File: src/rtl/core/upd_pkg.sv
package upd_pkg;

  // Longest decoded path that still counts as well formed is PATH_LIMIT - 1.
  localparam int unsigned PATH_LIMIT = 4096;
  localparam logic [16:0] PATH_LIMIT_W = 17'(PATH_LIMIT);

  // Reset value of the output capacity register.
  localparam logic [15:0] CAPACITY_RESET = 16'd4096;

  // Byte codes the decoder reacts to.
  localparam logic [7:0] CHAR_PERCENT   = 8'h25;
  localparam logic [7:0] CHAR_QUERY     = 8'h3F;
  localparam logic [7:0] CHAR_SLASH     = 8'h2F;
  localparam logic [7:0] CHAR_DOT       = 8'h2E;
  localparam logic [7:0] CHAR_BACKSLASH = 8'h5C;
  localparam logic [7:0] CHAR_MIN_PRINT = 8'd32;

  // Item kinds on the input channel.
  localparam logic KIND_BYTE = 1'b0;
  localparam logic KIND_END  = 1'b1;

  // Position inside a percent escape.
  typedef enum logic [1:0] {
    ESC_IDLE = 2'd0,
    ESC_HIGH = 2'd1,
    ESC_LOW  = 2'd2
  } esc_phase_t;

  // Path status reported on the end result.
  typedef enum logic [1:0] {
    STATUS_OK        = 2'd0,
    STATUS_MALFORMED = 2'd1,
    STATUS_TRAVERSAL = 2'd2
  } status_t;

  typedef struct packed {
    logic       kind;
    logic [7:0] in_byte;
  } upd_in_t;

  typedef struct packed {
    logic       has_byte;
    logic [7:0] out_byte;
    logic       done_res;
    status_t    status;
  } upd_out_t;

  // Returns {valid, value} for an ASCII hex digit of either case.
  function automatic logic [4:0] hex_lookup(input logic [7:0] b);
    logic [4:0] v;
    v = 5'd0;
    if (b inside {[8'h30:8'h39]}) begin
      v = {1'b1, 4'(b - 8'h30)};
    end else if (b inside {[8'h61:8'h66]}) begin
      v = {1'b1, 4'(b - 8'h57)};
    end else if (b inside {[8'h41:8'h46]}) begin
      v = {1'b1, 4'(b - 8'h37)};
    end
    return v;
  endfunction

endpackage

File: src/rtl/core/upd_decode.sv
module upd_decode
  import upd_pkg::*;
(
  input  logic        clk,
  input  logic        rst_n,
  input  logic        fire,
  input  upd_in_t     in_item,
  input  logic [15:0] out_capacity,
  output logic        res_valid,
  output upd_out_t    res_item
);

  esc_phase_t  esc_phase_r, esc_phase_nxt;
  logic [3:0]  high_nibble_r, high_nibble_nxt;
  logic [15:0] out_count_r, out_count_nxt;
  logic [1:0]  seg_len_r, seg_len_nxt;
  logic        seg_dots_r, seg_dots_nxt;
  logic        trav_r, trav_nxt;
  logic        err_r, err_nxt;
  logic        query_r, query_nxt;

  logic [4:0]  hex;
  logic        have_char;
  logic [7:0]  dec_char;
  logic        bad_hex;
  logic        reject;
  logic        emit;
  logic [16:0] count_inc;
  logic        seg_is_parent;
  logic        end_malformed;
  logic        byte_live;

  // Shared decode of the current beat.
  always_comb begin
    hex       = hex_lookup(in_item.in_byte);
    byte_live = (in_item.kind == KIND_BYTE) && !err_r && !query_r;
    have_char = 1'b0;
    dec_char  = in_item.in_byte;
    bad_hex   = 1'b0;
    case (esc_phase_r)
      ESC_IDLE: begin
        have_char = byte_live && (in_item.in_byte != CHAR_PERCENT) &&
                    (in_item.in_byte != CHAR_QUERY);
      end
      ESC_HIGH: begin
        bad_hex = byte_live && !hex[4];
      end
      ESC_LOW: begin
        bad_hex   = byte_live && !hex[4];
        have_char = byte_live && hex[4];
        dec_char  = {high_nibble_r, hex[3:0]};
      end
      default: begin
        bad_hex = byte_live;
      end
    endcase
    count_inc     = {1'b0, out_count_r} + 17'd1;
    reject        = (dec_char < CHAR_MIN_PRINT) || (dec_char == CHAR_BACKSLASH) ||
                    (count_inc >= {1'b0, out_capacity});
    emit          = have_char && !reject;
    seg_is_parent = (seg_len_r == 2'd2) && seg_dots_r;
    end_malformed = err_r || (esc_phase_r != ESC_IDLE) ||
                    ({1'b0, out_count_r} >= PATH_LIMIT_W);
  end

  // Next decoder state.
  always_comb begin
    esc_phase_nxt   = esc_phase_r;
    high_nibble_nxt = high_nibble_r;
    out_count_nxt   = out_count_r;
    seg_len_nxt     = seg_len_r;
    seg_dots_nxt    = seg_dots_r;
    trav_nxt        = trav_r;
    err_nxt         = err_r;
    query_nxt       = query_r;
    if (in_item.kind == KIND_END) begin
      // The end beat closes the path and starts a fresh one.
      esc_phase_nxt   = ESC_IDLE;
      high_nibble_nxt = 4'd0;
      out_count_nxt   = 16'd0;
      seg_len_nxt     = 2'd0;
      seg_dots_nxt    = 1'b1;
      trav_nxt        = 1'b0;
      err_nxt         = 1'b0;
      query_nxt       = 1'b0;
    end else if (byte_live) begin
      case (esc_phase_r)
        ESC_IDLE: begin
          if (in_item.in_byte == CHAR_PERCENT) begin
            esc_phase_nxt = ESC_HIGH;
          end else if (in_item.in_byte == CHAR_QUERY) begin
            query_nxt = 1'b1;
          end
        end
        ESC_HIGH: begin
          if (hex[4]) begin
            high_nibble_nxt = hex[3:0];
            esc_phase_nxt   = ESC_LOW;
          end
        end
        ESC_LOW: begin
          if (hex[4]) begin
            esc_phase_nxt = ESC_IDLE;
          end
        end
        default: begin
          esc_phase_nxt = ESC_IDLE;
        end
      endcase
      if (bad_hex || (have_char && reject)) begin
        err_nxt = 1'b1;
      end
      if (emit) begin
        out_count_nxt = count_inc[15:0];
        if (dec_char == CHAR_SLASH) begin
          trav_nxt     = trav_r || seg_is_parent;
          seg_len_nxt  = 2'd0;
          seg_dots_nxt = 1'b1;
        end else begin
          if (seg_len_r != 2'd3) begin
            seg_len_nxt = seg_len_r + 2'd1;
          end
          seg_dots_nxt = seg_dots_r && (dec_char == CHAR_DOT);
        end
      end
    end
  end

  // Result of the current beat.
  always_comb begin
    res_item = '{has_byte: 1'b0, out_byte: 8'd0, done_res: 1'b0, status: STATUS_OK};
    res_valid = 1'b0;
    if (in_item.kind == KIND_END) begin
      res_valid         = 1'b1;
      res_item.done_res = 1'b1;
      if (end_malformed) begin
        res_item.status = STATUS_MALFORMED;
      end else if (trav_r || seg_is_parent) begin
        res_item.status = STATUS_TRAVERSAL;
      end
    end else if (emit) begin
      res_valid         = 1'b1;
      res_item.has_byte = 1'b1;
      res_item.out_byte = dec_char;
    end
  end

  // Decoder state advances only when a beat is processed.
  always_ff @(posedge clk) begin
    if (!rst_n) begin
      esc_phase_r   <= ESC_IDLE;
      high_nibble_r <= 4'd0;
      out_count_r   <= 16'd0;
      seg_len_r     <= 2'd0;
      seg_dots_r    <= 1'b1;
      trav_r        <= 1'b0;
      err_r         <= 1'b0;
      query_r       <= 1'b0;
    end else if (fire) begin
      esc_phase_r   <= esc_phase_nxt;
      high_nibble_r <= high_nibble_nxt;
      out_count_r   <= out_count_nxt;
      seg_len_r     <= seg_len_nxt;
      seg_dots_r    <= seg_dots_nxt;
      trav_r        <= trav_nxt;
      err_r         <= err_nxt;
      query_r       <= query_nxt;
    end
  end

endmodule

File: src/rtl/core/url_path_percent_decoder.sv
// A beat in the input register fires once the output register can take its result.
// Throughput: one input beat per cycle while the output is not stalled; the input
// register, the decode logic and the output register form a two-stage pipeline, so
// a new beat enters while a result waits. Beats that produce no result (escape openers,
// bytes after an error or a '?') vanish. Reset (synchronous, rst_n low) empties both
// stages, clears the decode state and sets the output capacity to 4096.
module url_path_percent_decoder
  import upd_pkg::*;
(
  input  logic        clk,
  input  logic        rst_n,
  input  logic        in_valid,
  output logic        in_stall,
  input  upd_in_t     in_data,
  output logic        out_valid,
  input  logic        out_stall,
  output upd_out_t    out_data,
  input  logic        cfg_valid,
  output logic        cfg_ready,
  input  logic [15:0] cfg_data
);

  logic        in_valid_r, in_valid_nxt;
  upd_in_t     in_data_r;
  logic        out_valid_r, out_valid_nxt;
  upd_out_t    out_data_r;
  logic [15:0] capacity_r;

  logic        advance;
  logic        fire;
  logic        in_take;
  logic        res_valid;
  upd_out_t    res_item;

  // The output register can take a new result when empty or being drained.
  assign advance   = !out_valid_r || !out_stall;
  assign fire      = in_valid_r && advance;
  assign in_stall  = in_valid_r && !advance;
  assign in_take   = in_valid && !in_stall;
  assign cfg_ready = 1'b1;
  assign out_valid = out_valid_r;
  assign out_data  = out_data_r;

  // Stage occupancy.
  always_comb begin
    in_valid_nxt = in_valid_r;
    if (in_take) begin
      in_valid_nxt = 1'b1;
    end else if (advance) begin
      in_valid_nxt = 1'b0;
    end
    out_valid_nxt = out_valid_r;
    if (advance) begin
      out_valid_nxt = fire && res_valid;
    end
  end

  upd_decode u_decode (
    .clk          (clk),
    .rst_n        (rst_n),
    .fire         (fire),
    .in_item      (in_data_r),
    .out_capacity (capacity_r),
    .res_valid    (res_valid),
    .res_item     (res_item)
  );

  // Control registers.
  always_ff @(posedge clk) begin
    if (!rst_n) begin
      in_valid_r  <= 1'b0;
      out_valid_r <= 1'b0;
      capacity_r  <= CAPACITY_RESET;
    end else begin
      in_valid_r  <= in_valid_nxt;
      out_valid_r <= out_valid_nxt;
      if (cfg_valid && cfg_ready) begin
        capacity_r <= cfg_data;
      end
    end
  end

  // Payload registers.
  always_ff @(posedge clk) begin
    if (in_take) begin
      in_data_r <= in_data;
    end
    if (fire && advance) begin
      out_data_r <= res_item;
    end
  end

`ifndef SYNTHESIS
  a_stall_only_when_full: assert property (@(posedge clk) disable iff (!rst_n)
    in_stall |-> in_valid_r)
    else $error("input stalled with an empty input stage");

  a_byte_or_end: assert property (@(posedge clk) disable iff (!rst_n)
    out_valid |-> (out_data.has_byte != out_data.done_res))
    else $error("result is neither a single byte nor a single end status");

  a_byte_printable: assert property (@(posedge clk) disable iff (!rst_n)
    (out_valid && out_data.has_byte) |->
      (out_data.out_byte >= CHAR_MIN_PRINT && out_data.out_byte != CHAR_BACKSLASH &&
       out_data.status == STATUS_OK))
    else $error("emitted byte should have been rejected");
`endif

endmodule
File: config.mk
export PLATFORM = sky130hd
export DESIGN_NAME = url_path_percent_decoder
export DESIGN_NICKNAME = d
export VERILOG_FILES = /design/src/rtl/core/upd_pkg.sv /design/src/rtl/core/upd_decode.sv /design/src/rtl/core/url_path_percent_decoder.sv
export SDC_FILE = /design/constraint.sdc
export NUM_CORES = 1
export LEC_CHECK = 0
export ABC_AREA = 1
export BUFFER_PORTS_ARGS = -buffer_cell sky130_fd_sc_hd__buf_2
export CAP_MARGIN = 25
export CORE_AREA = 5 5 85 87
export CTS_CLUSTER_DIAMETER = 200
export DETAILED_ROUTE_END_ITERATION = 8
export DIE_AREA = 0 0 90 92
export PLACE_DENSITY = 0.8
export SLEW_MARGIN = 20
export SYNTH_ARGS = -nofsm -noshare
export SYNTH_HDL_FRONTEND = slang
export SYNTH_SLANG_ARGS = --single-unit
File: constraint.sdc
create_clock -name clk -period 7.1 [get_ports clk]
set_input_delay 0.355 -clock clk [delete_from_list [all_inputs] [get_ports clk]]
set_output_delay 0.355 -clock clk [all_outputs]
set_load 0.01 [all_outputs]
Word-level counts from Yosys, hierarchy flattened:

Cells that the tools add are included.

* input port bits: 30
* output and inout bits: 15
* flip-flop bits (word level): 67

* bitwise operators: 2
* order comparisons: 9
* equal/unequal tests: 15
* reductions and logical operators: 55
* add/sub/neg operators: 5
* mux-type cells: 48

Operators by type and width (number)
* two-way mux 16 bit: 3
* equality test 8 x 6 -> 1 bit, second input constant: 4
* two-way mux 2 bit: 12
* two-way mux 1 bit: 20
* nonzero test 2 bit: 10
* logical AND 1 bit: 18
* adder 16 x 1 -> 17 bit, second input constant: 1
* >= comparator 17 x 16 -> 1 bit: 1
* >= comparator 16 x 13 -> 1 bit, second input constant: 1
* >= comparator 8 x 7 -> 1 bit, second input constant: 2
* less-or-equal comparator 8 x 7 -> 1 bit, second input constant: 2
* two-way mux 4 bit: 4
* != test 8 x 6 -> 1 bit, second input constant: 2
* two-way mux 5 bit: 3
* AND reduction 4 bit: 3
* AND reduction 5 bit: 2
* two-way mux 9 bit: 1
* != test 3 x 2 -> 1 bit, second input constant: 3
* equality test 8 x 7 -> 1 bit, second input constant: 1
* >= comparator 8 x 6 -> 1 bit, second input constant: 1
* less-or-equal comparator 8 x 6 -> 1 bit, second input constant: 1
* logical NOT 1 bit: 8
* less-than comparator 8 x 6 -> 1 bit, second input constant: 1
* two-way mux 8 bit: 1
* other kinds (15): 29

Depth between registers and ports, before layout:

Gate-level depths: netlist of the first run.

* word-level depth: 14
* gate-level depth with buffers: 23

Modules after synthesis:

A second synthesis of the first run with hierarchy kept.

* cell total of the unflattened synthesis: 483
* area total of the unflattened synthesis: 3818.7 um^2

Modules (own cells, without submodules)
* upd_decode: area each 2539.9 um^2, cells an instance 379, instances 1, sequential area each 560.5 um^2
* url_path_percent_decoder: area each 1278.7 um^2, cells an instance 104, instances 1, sequential area each 991.0 um^2

Worst setup path before layout of the first run:

OpenSTA, ideal clock, no wires.

* kind: register to register
* from: reg u_decode.out_count_r[0]
* to: reg out_data_r, in the netlist out_data[5], data pin
* stages on the path, launching flop included: 21
* data arrival time: 2753 ps
* path buffers: 1
* period minus slack after synthesis: 3008 ps
* path slack: 4092 ps
* required time: 6845 ps
* library setup time: 255 ps
* path through: dfxtp_1 > nand3_1 > nor3b_1 > nand2_1 > inv_2 > nand3_1 > nor3_2 > nand3_1 > xor2_1 > inv_1 > ha_1 > nand2_1 > nor2_1 > nand2_1 > o211a_1 > nand2_1 > a21oi_2 > nand3_4 > clkinv_2 > buf_6 > and2_1

* cells in the longest elaborated chain, start to end: 7

Ends and longest elaborated chain
* start, declared: line upd_decode.sv:15 `logic [15:0] out_count_r, out_count_nxt;`
* start signal, assigned: line upd_decode.sv:162 `out_count_r <= out_count_nxt;`
* adder 16 x 1 -> 17 bit: line upd_decode.sv:57 `count_inc = {1'b0, out_count_r} + 17'd1;`
* >= comparator 17 x 16 -> 1 bit: line upd_decode.sv:59 `(count_inc >= {1'b0, out_capacity});`
* logical OR 1 bit: line upd_decode.sv:58 `reject = (dec_char < CHAR_MIN_PRINT) || (dec_char == CHAR_BACKSLASH) ||`
* logical NOT 1 bit: line upd_decode.sv:60 `emit = have_char && !reject;`
* logical AND 1 bit: line upd_decode.sv:60
* NOT 1 bit (no source line)
* OR reduction 2 bit (no source line)
* end signal, assigned: line url_path_percent_decoder.sv:89 `out_data_r <= res_item;`
* end, declared: line url_path_percent_decoder.sv:26 `upd_out_t out_data_r;`

Every way passes these cells.
A chain may end at the register's enable or synchronous reset.

Worst setup path after layout of the first run:

Ends and elaborated chain as after synthesis.

==> flow_summary.toml, run 1 <==
[global_route]
grt_pass1_wl_mm = 13.2
grt_usage = 0.191
grt.overflow.total = 0
antenna_found_initial = 0
grt_max_degree = 30
grt_pass1_vias = 2904

[worst_hold_path]
hold_start = "in_data[5]"
hold_end = "in_data_r[5]"
hp-class = "primary input to register"
hold_path_depth = 1

[timing]
setup_tns_ps = 0
holdWs_ps = 189
rsz0062_at_grt = "false"
setup_viol = 0
fmax_ghz = 0.292
worst_pin_slew_ps = 958
fin_crit_sh = 0.482
fin_crit_ps = 3420
relSlewSlack = 0.360
skew_ps = 10.3
fin_ws_ps = 3680
final-hold-violation-count = 0
drv_slew = 0

[clock_tree]
cts_sinks = 67
htreeDepth = 3
cts_made_buffers = 9
clk_latency_ps = 340
clock_path_buffers = 2
postCtsSetupBuffers = 0
cts_tree = "built"
cts_resized = 0
holdBufCountCts = 0
clk_pin_slew_worst_paths_ps = 70
clockRootBuffer = "clkbuf_8"

[critical_path]
path_common_cell = "nand2_1"
cp-start-kind = "register"
rrSetupSlack_ps = 3680
crit_cells = 19
r2r-end = "out_data[5]"
cp_cell_sequence = "nand3_1, nor3b_1, nand2_1, inv_2, nand3_1, nor3_2, nand3_1, xor2_1, inv_1, ha_1, nand2_1, nor2_1, nand2_1, o211a_1, nand2_1, a21oi_2, nand3_4, clkinv_2, and2_1"
cp_max_fo = 18
r2r_start = "u_decode.out_count_r[0]"
crit_buf_inv = 3
path_delay_family = "simple AND/OR/NAND/NOR gates"
rr_worst_depth = 19
critPathKind = "register to register"
slowest_stage = "dfxtp_1"
crit_path_max_incr_delay_ps = 410
required_ps = 7200
arrival_ps = 3530
cp-end-kind = "register"

[power_and_ir_drop]
peakVddDrop_mv = 0.159
power_mw = 0.805
leakage_nw = 1.97
power.share.clock = 0.331
p_comb_frac = 0.144
swShare = 0.274
power_density_nw_per_um2 = 189
seq_power_share = 0.526
internal_power_mw = 0.584
p_switching_mw = 0.220

[route]
wl_per_cell_um = 12.5
vias = 3248
via_per_inst = 5.27
drc = 0
ant_nets = 0
drtPass1Iterations = 5
wl_mm = 7.73
drt_iter0_markers = 265

[placed_design]
place_ws_ps = 3710
place.gp.congestion = 0.972
dp_hpwl_mm = 5.86
io_buffer_count = 43

[logic_synthesis]
ys_seq_area_frac = 0.402
synth_compound_area_frac = 0.135
synthArstFlopShare = 0
synth_seq_cells = 67
synthXorXnorAreaFrac = 0.0250
synthesis.nets = 550
yosys.area_share.simple = 0.248
synth_top_family_by_area = "simple AND/OR/NAND/NOR gates"
yosysWarnings = 0
synth_cells = 491
ys_types = 46
muxShareOfSynthArea = 0
syn_avg_cell_area_um2 = 7.86
ys.flop_type = "dfxtp_1"
synth_fa_ha_area_frac = 0.0940
synth_enable_flop_cells = 21
syn_area_um2 = 3860

[cells_and_area]
seq_area_um2 = 1550
antennaDiodeCount = 0
multi_input_area_um2 = 1940
fin_nets = 593
n_fill_cell = 543
final_cell_mix = "nand2_1 (91), inv_1 (67), dfxtp_1 (46)"
drive_above_1_share = 0.186
final_common_cell = "nand2_1"
synthToLayoutAreaGrowth_pct = 10.4

[die]
die_x_um = 90
fp.dieH_um = 92
initial_utilization = 0.615
core_um2 = 6280
core.rowCount = 29
die-area_um2 = 8280
ios = 45

[outcome]
status = "completed"

[flow_run]
cap_violations = 0
==> worst register-to-register path, delay by kind of cell, from the launching register on <==
family | cells | cell delay [ps]
fa+ha+maj | 1 | 330
flops | 1 | 410
xor+xnor | 1 | 160
simple gates | 12 | 1610
compound gates | 2 | 270
buf+inv | 3 | 410
==> power groups by stage <==
stage               clock network [mW]  logic, mW  registers (mW)
floorplan                            0     0.0848           0.432
global placement                     0      0.111           0.431
detailed placement                   0      0.115           0.432
CTS                              0.273      0.115           0.423
global route                     0.294      0.131           0.425
finish                           0.266      0.116           0.423
==> stage by stage <==
step / std cells / area (µm²) / utilization
final: 616 / 4260 / 0.679
after global routing: 616 / 4260 / 0.679
after CTS: 616 / 4260 / 0.679
after detailed placement: 600 / 4100 / 0.653
after global placement: 600 / 4100 / 0.653
after floorplan: 491 / 3860 / -
==> worst max-delay path by stage <==
stage,startpoint,end,slack [ps]
after global placement,u_decode.out_count_r[0],out_data[5],3870
after floorplan,u_decode.out_count_r[0],out_data[5],4090
after detailed placement,u_decode.out_count_r[0],out_data[5],3710
after global routing,u_decode.out_count_r[0],u_decode.out_count_r[2],3410
after CTS,u_decode.out_count_r[0],out_data[5],3690
final,u_decode.out_count_r[0],out_data[5],3680
==> state kept, by name, indices dropped and copies added (netlist names) <==
signal	cells
out_valid	1
u_decode.out_count_r	16
out_data	12
u_decode.query_r	1
capacity_r	16
u_decode.high_nibble_r	4
in_data_r	9
u_decode.seg_dots_r	1
u_decode.seg_len_r	2
in_valid_r	1
u_decode.esc_phase_r	2
u_decode.trav_r	1
u_decode.err_r	1
==> cell families (layout without fill, tap and decap cells) <==
| family | count (synthesis) | after routing |
|---|---|---|
| AO/OA/AOI/OAI | 89 | 89 |
| flip-flops | 67 | 67 |
| buffers and inverters | 88 | 136 |
| adder cells (fa/ha/maj) | 29 | 29 |
| other | 1 | 1 |
| AND/OR/NAND/NOR | 206 | 206 |
| XOR/XNOR | 11 | 11 |
==> cells in the mapped netlist (5+ instances only) <==
library cell | count | area [µm²]
o21ai_1 | 5 | 25.0
a21oi_1 | 42 | 210
o21ai_0 | 21 | 105
nor2_1 | 40 | 150
nand2_1 | 91 | 342
inv_1 | 67 | 251
a21oi_2 | 10 | 87.6
inv_2 | 7 | 26.3
dfxtp_1 | 46 | 921
nand4_1 | 6 | 37.5
clkbuf_1 | 7 | 26.3
nand2_2 | 13 | 81.3
edfxtp_1 | 21 | 631
xor2_1 | 10 | 87.6
ha_1 | 29 | 363
nand3_1 | 36 | 180
==> area by class of cell <==
type | count | area share
Inverter | 76 | 0.0672
Multi-Input combinational cell | 336 | 0.456
Tap cell | 77 | 0.0226
Clock buffer | 12 | 0.0341
Clock inverter | 4 | 0.00382
Timing Repair Buffer | 44 | 0.0523
Sequential cell | 67 | 0.364
==> per-layer routing <==
| metal | routed length [µm] | global-route usage | share of wire |
|---|---|---|---|
| met5 | 0 | 0 | 0 |
| met2 | 3410 | 0.288 | 0.44 |
| met4 | 108 | 0.0695 | 0.014 |
| met1 | 3680 | 0.262 | 0.48 |
| met3 | 532 | 0.0540 | 0.069 |
Power figures use the tool's default switching activity.
==> run 2: changes to the inputs <==
--- a/config.mk
+++ b/config.mk
@@ -5,14 +5,14 @@
 export SDC_FILE = /design/constraint.sdc
 export NUM_CORES = 1
 export LEC_CHECK = 0
-export ABC_AREA = 1
+export ABC_AREA = 0
 export BUFFER_PORTS_ARGS = -buffer_cell sky130_fd_sc_hd__buf_2
 export CAP_MARGIN = 25
-export CORE_AREA = 5 5 85 87
+export CORE_AREA = 5 5 88 90
 export CTS_CLUSTER_DIAMETER = 200
 export DETAILED_ROUTE_END_ITERATION = 8
-export DIE_AREA = 0 0 90 92
-export PLACE_DENSITY = 0.8
+export DIE_AREA = 0 0 93 95
+export PLACE_DENSITY = 0.75
 export SLEW_MARGIN = 20
 export SYNTH_ARGS = -nofsm -noshare
 export SYNTH_HDL_FRONTEND = slang
==> constraint.sdc (replaced) <==
create_clock -name clk -period 3.2 [get_ports clk]
set_input_delay 0.16 -clock clk [delete_from_list [all_inputs] [get_ports clk]]
set_output_delay 0.16 -clock clk [all_outputs]
set_load 0.01 [all_outputs]
==> run 2 against run 1 <==
Against the previous run:
- the run now ends with negative setup slack left
- sequential share of layout area fell by 5.6 points
- clock power rose to 2.6 times the previous value
- final cell count fell by 3.6%
- maximum frequency rose by 0.60%
- combinational power rose by 120%
- register-to-register slack got worse by 3900 ps
- clock-buffer cell count rose by 1
- sequential power rose by 120%
- routed wire length rose by 24%
- largest power group unchanged
- global-route usage rose by 2.8 points
- critical endpoint is now u_decode.seg_len_r[0]
==> flow_summary.toml, run 2 <==
[outcome]
status = "finished, violations left"
violations = "negative setup slack"

[die]
die-area_um2 = 8840
core_um2 = 6980
ios = 45
die_x_um = 93
core.rowCount = 31
fp.dieH_um = 95
initial_utilization = 0.557

[global_route]
grt.overflow.total = 0
grt_pass1_wl_mm = 15.2
grt_pass1_vias = 3334
grt_max_degree = 35
antenna_found_initial = 0
grt_usage = 0.219

[route]
wl_mm = 9.54
vias = 3391
wl_per_cell_um = 16.1
drc = 0
via_per_inst = 5.71
drtPass1Iterations = 4
ant_nets = 0
drt_iter0_markers = 125

[logic_synthesis]
yosysMostFrequentCell = "dfxtp_1"
ys_seq_area_frac = 0.399
synth_cells = 410
yosysWarnings = 0
synthesis.nets = 469
synth_enable_flop_cells = 21
synthArstFlopShare = 0
synth_top_cell_area_share = 0.237
ys.flop_type = "dfxtp_1"
synth_seq_cells = 67
synth_common_cells = "dfxtp_1 (46), inv_1 (30), ha_1 (29), nor2_1 (29), nand2_1 (26)"
synth_area_leaders = "dfxtp_1 (24%), edfxtp_1 (16%), ha_1 (9.3%)"
syn_avg_cell_area_um2 = 9.48
yosysTopAreaCell = "dfxtp_1"
syn_area_um2 = 3890
ys_types = 66

[timing]
skew_ps = 7.41
fmax_ghz = 0.294
rsz0062_at_grt = "true"
fin_crit_ps = 3400
relSlewSlack = 0.542
worst_pin_slew_ps = 686
fin_crit_sh = 1.06
fin_ws_ps = -202
holdWs_ps = 51.5
setup_viol = 28
final-hold-violation-count = 0
drv_slew = 0

[placed_design]
place.gp.congestion = 0.849
io_buffer_count = 43
dpl_cell_area_um2 = 4470
place_ws_ps = -191
dp_hpwl_mm = 6.35

[critical_path]
rr_worst_depth = 14
critPathKind = "register to register"
r2r-end = "u_decode.seg_len_r[0]"
path_delay_family = "simple AND/OR/NAND/NOR gates"
cp-start-kind = "register"
cp_cell_sequence = "ha_4, and3_4, nand3_4, or4b_4, nand2_4, ha_4, a21o_1, a21oi_2, a31oi_2, nor4b_4, o31a_4, a21oi_4, or4_1, o211a_1"
r2r_start = "u_decode.out_count_r[0]"
crit_path_max_incr_delay_ps = 580
rrSetupSlack_ps = -200
startpoint = "u_decode.out_count_r[0]"
cp_max_fo = 5
arrival_ps = 3630
crit_buf_inv = 0
cp-end-kind = "register"
crit_cells = 14
required_ps = 3430
endpoint = "u_decode.seg_len_r[0]"
path_common_cell = "ha_4"
slowest_stage = "or4b_4"

[clock_tree]
clk_latency_ps = 340
clk_pin_slew_worst_paths_ps = 70
cts_tree = "built"
cts_made_buffers = 9
clock_path_buffers = 2
cts_sinks = 67
clockRootBuffer = "clkbuf_8"
htreeDepth = 3

[cells_and_area]
multi_input_area_um2 = 2390
n_fill_cell = 504
seq_area_um2 = 1560
synthToLayoutAreaGrowth_pct = 29.9
final_cell_mix = "dfxtp_1 (44), buf_2 (43), buf_4 (41)"
finalInstanceArea_um2 = 5050
drive_above_1_share = 0.311
antennaDiodeCount = 0
final_common_cell = "dfxtp_1"
fin_nets = 566

[flow_run]
cap_violations = 0

[power_and_ir_drop]
peakVddDrop_mv = 0.324
power_density_nw_per_um2 = 373
leakage_nw = 2.19

[worst_hold_path]
hp-class = "primary input to register"
hold_start = "in_valid"
run 2: cell count changes in the layout (fill, tap and decap cells not counted), sizes merged, moves of 17 or more:
| cell | change |
|---|---|
| nand2 | -79 |
| nor2b | +19 |
| buf | +47 |
| inv | -44 |
| a21oi | -31 |
| nand3 | -22 |
| o21ai | -17 |
| mux2i | +21 |
run 2: how the worst min path moves through the flow:
stage,cells after the start,slack [ps],to
after floorplan,0,260,in_data_r[0]
after global placement,1,340,in_data_r[2]
after detailed placement,1,340,in_data_r[2]
after CTS,2,30,in_valid_r
after global routing,2,50,in_valid_r
final,2,50,in_valid_r
run 2: final cells by class:
cell class | instances | area share
Multi-Input combinational cell | 299 | 0.473
Sequential cell | 67 | 0.308
Timing Repair Buffer | 100 | 0.139
Clock buffer | 13 | 0.0295
Inverter | 30 | 0.0223
Tap cell | 82 | 0.0203
Clock inverter | 3 | 0.00793
run 2: per-stage QoR:
| stage | power [mW] | setup TNS [ps] | instances | utilization |
|---|---|---|---|---|
| CTS | 1.87 | -1980 | 592 | 0.708 |
| global placement | 1.16 | -871 | 559 | 0.640 |
| finish | 1.88 | -2960 | 594 | 0.723 |
| detailed placement | 1.16 | -1830 | 559 | 0.640 |
| floorplan | 1.09 | -752 | 410 | - |
| global route | 1.96 | -5710 | 594 | 0.723 |
run 2: metal layers:
| metal | share of wire | global-route usage |
|---|---|---|
| met1 | 0.45 | 0.277 |
| met2 | 0.48 | 0.365 |
| met3 | 0.054 | 0.0470 |
| met4 | 0.017 | 0.0879 |
| met5 | 0 | 0 |
run 2: report_power, final:
part | internal (mW) | switching (mW) | leakage, nW
sequential | 0.910 | 0.0255 | 0.580
clock | 0.380 | 0.307 | 0.0974
combinational | 0.121 | 0.138 | 1.51
run 2: cells by family after synthesis:
family                     synth area share
other                              0.000965
adders and majority gates            0.0934
muxes                                0.0570
DFF                                   0.399
AOI/OAI and AO/OA                     0.160
xor gates and xnor gates             0.0225
buffers and inverters                0.0493
and+or+nand+nor                       0.218
run 2: what timing repair did:
action / CTS / global route
cloned: 1 / 0
buffers inserted: 7 / 3
hold endpoints to repair: 9 / 0
pin swaps: 22 / 15
setup endpoints to repair: 20 / 31
gates resized for setup: 32 / 21
hold buffers: 9 / 0
run 2: worst register-to-register path, cell delays in order, from the launching register on:
cell	delay, ps
dfxtp_2	360
ha_4	130
and3_4	190
nand3_4	80
or4b_4	580
nand2_4	90
ha_4	200
a21o_1	200
a21oi_2	130
a31oi_2	120
nor4b_4	300
o31a_4	210
a21oi_4	70
or4_1	490
o211a_1	140
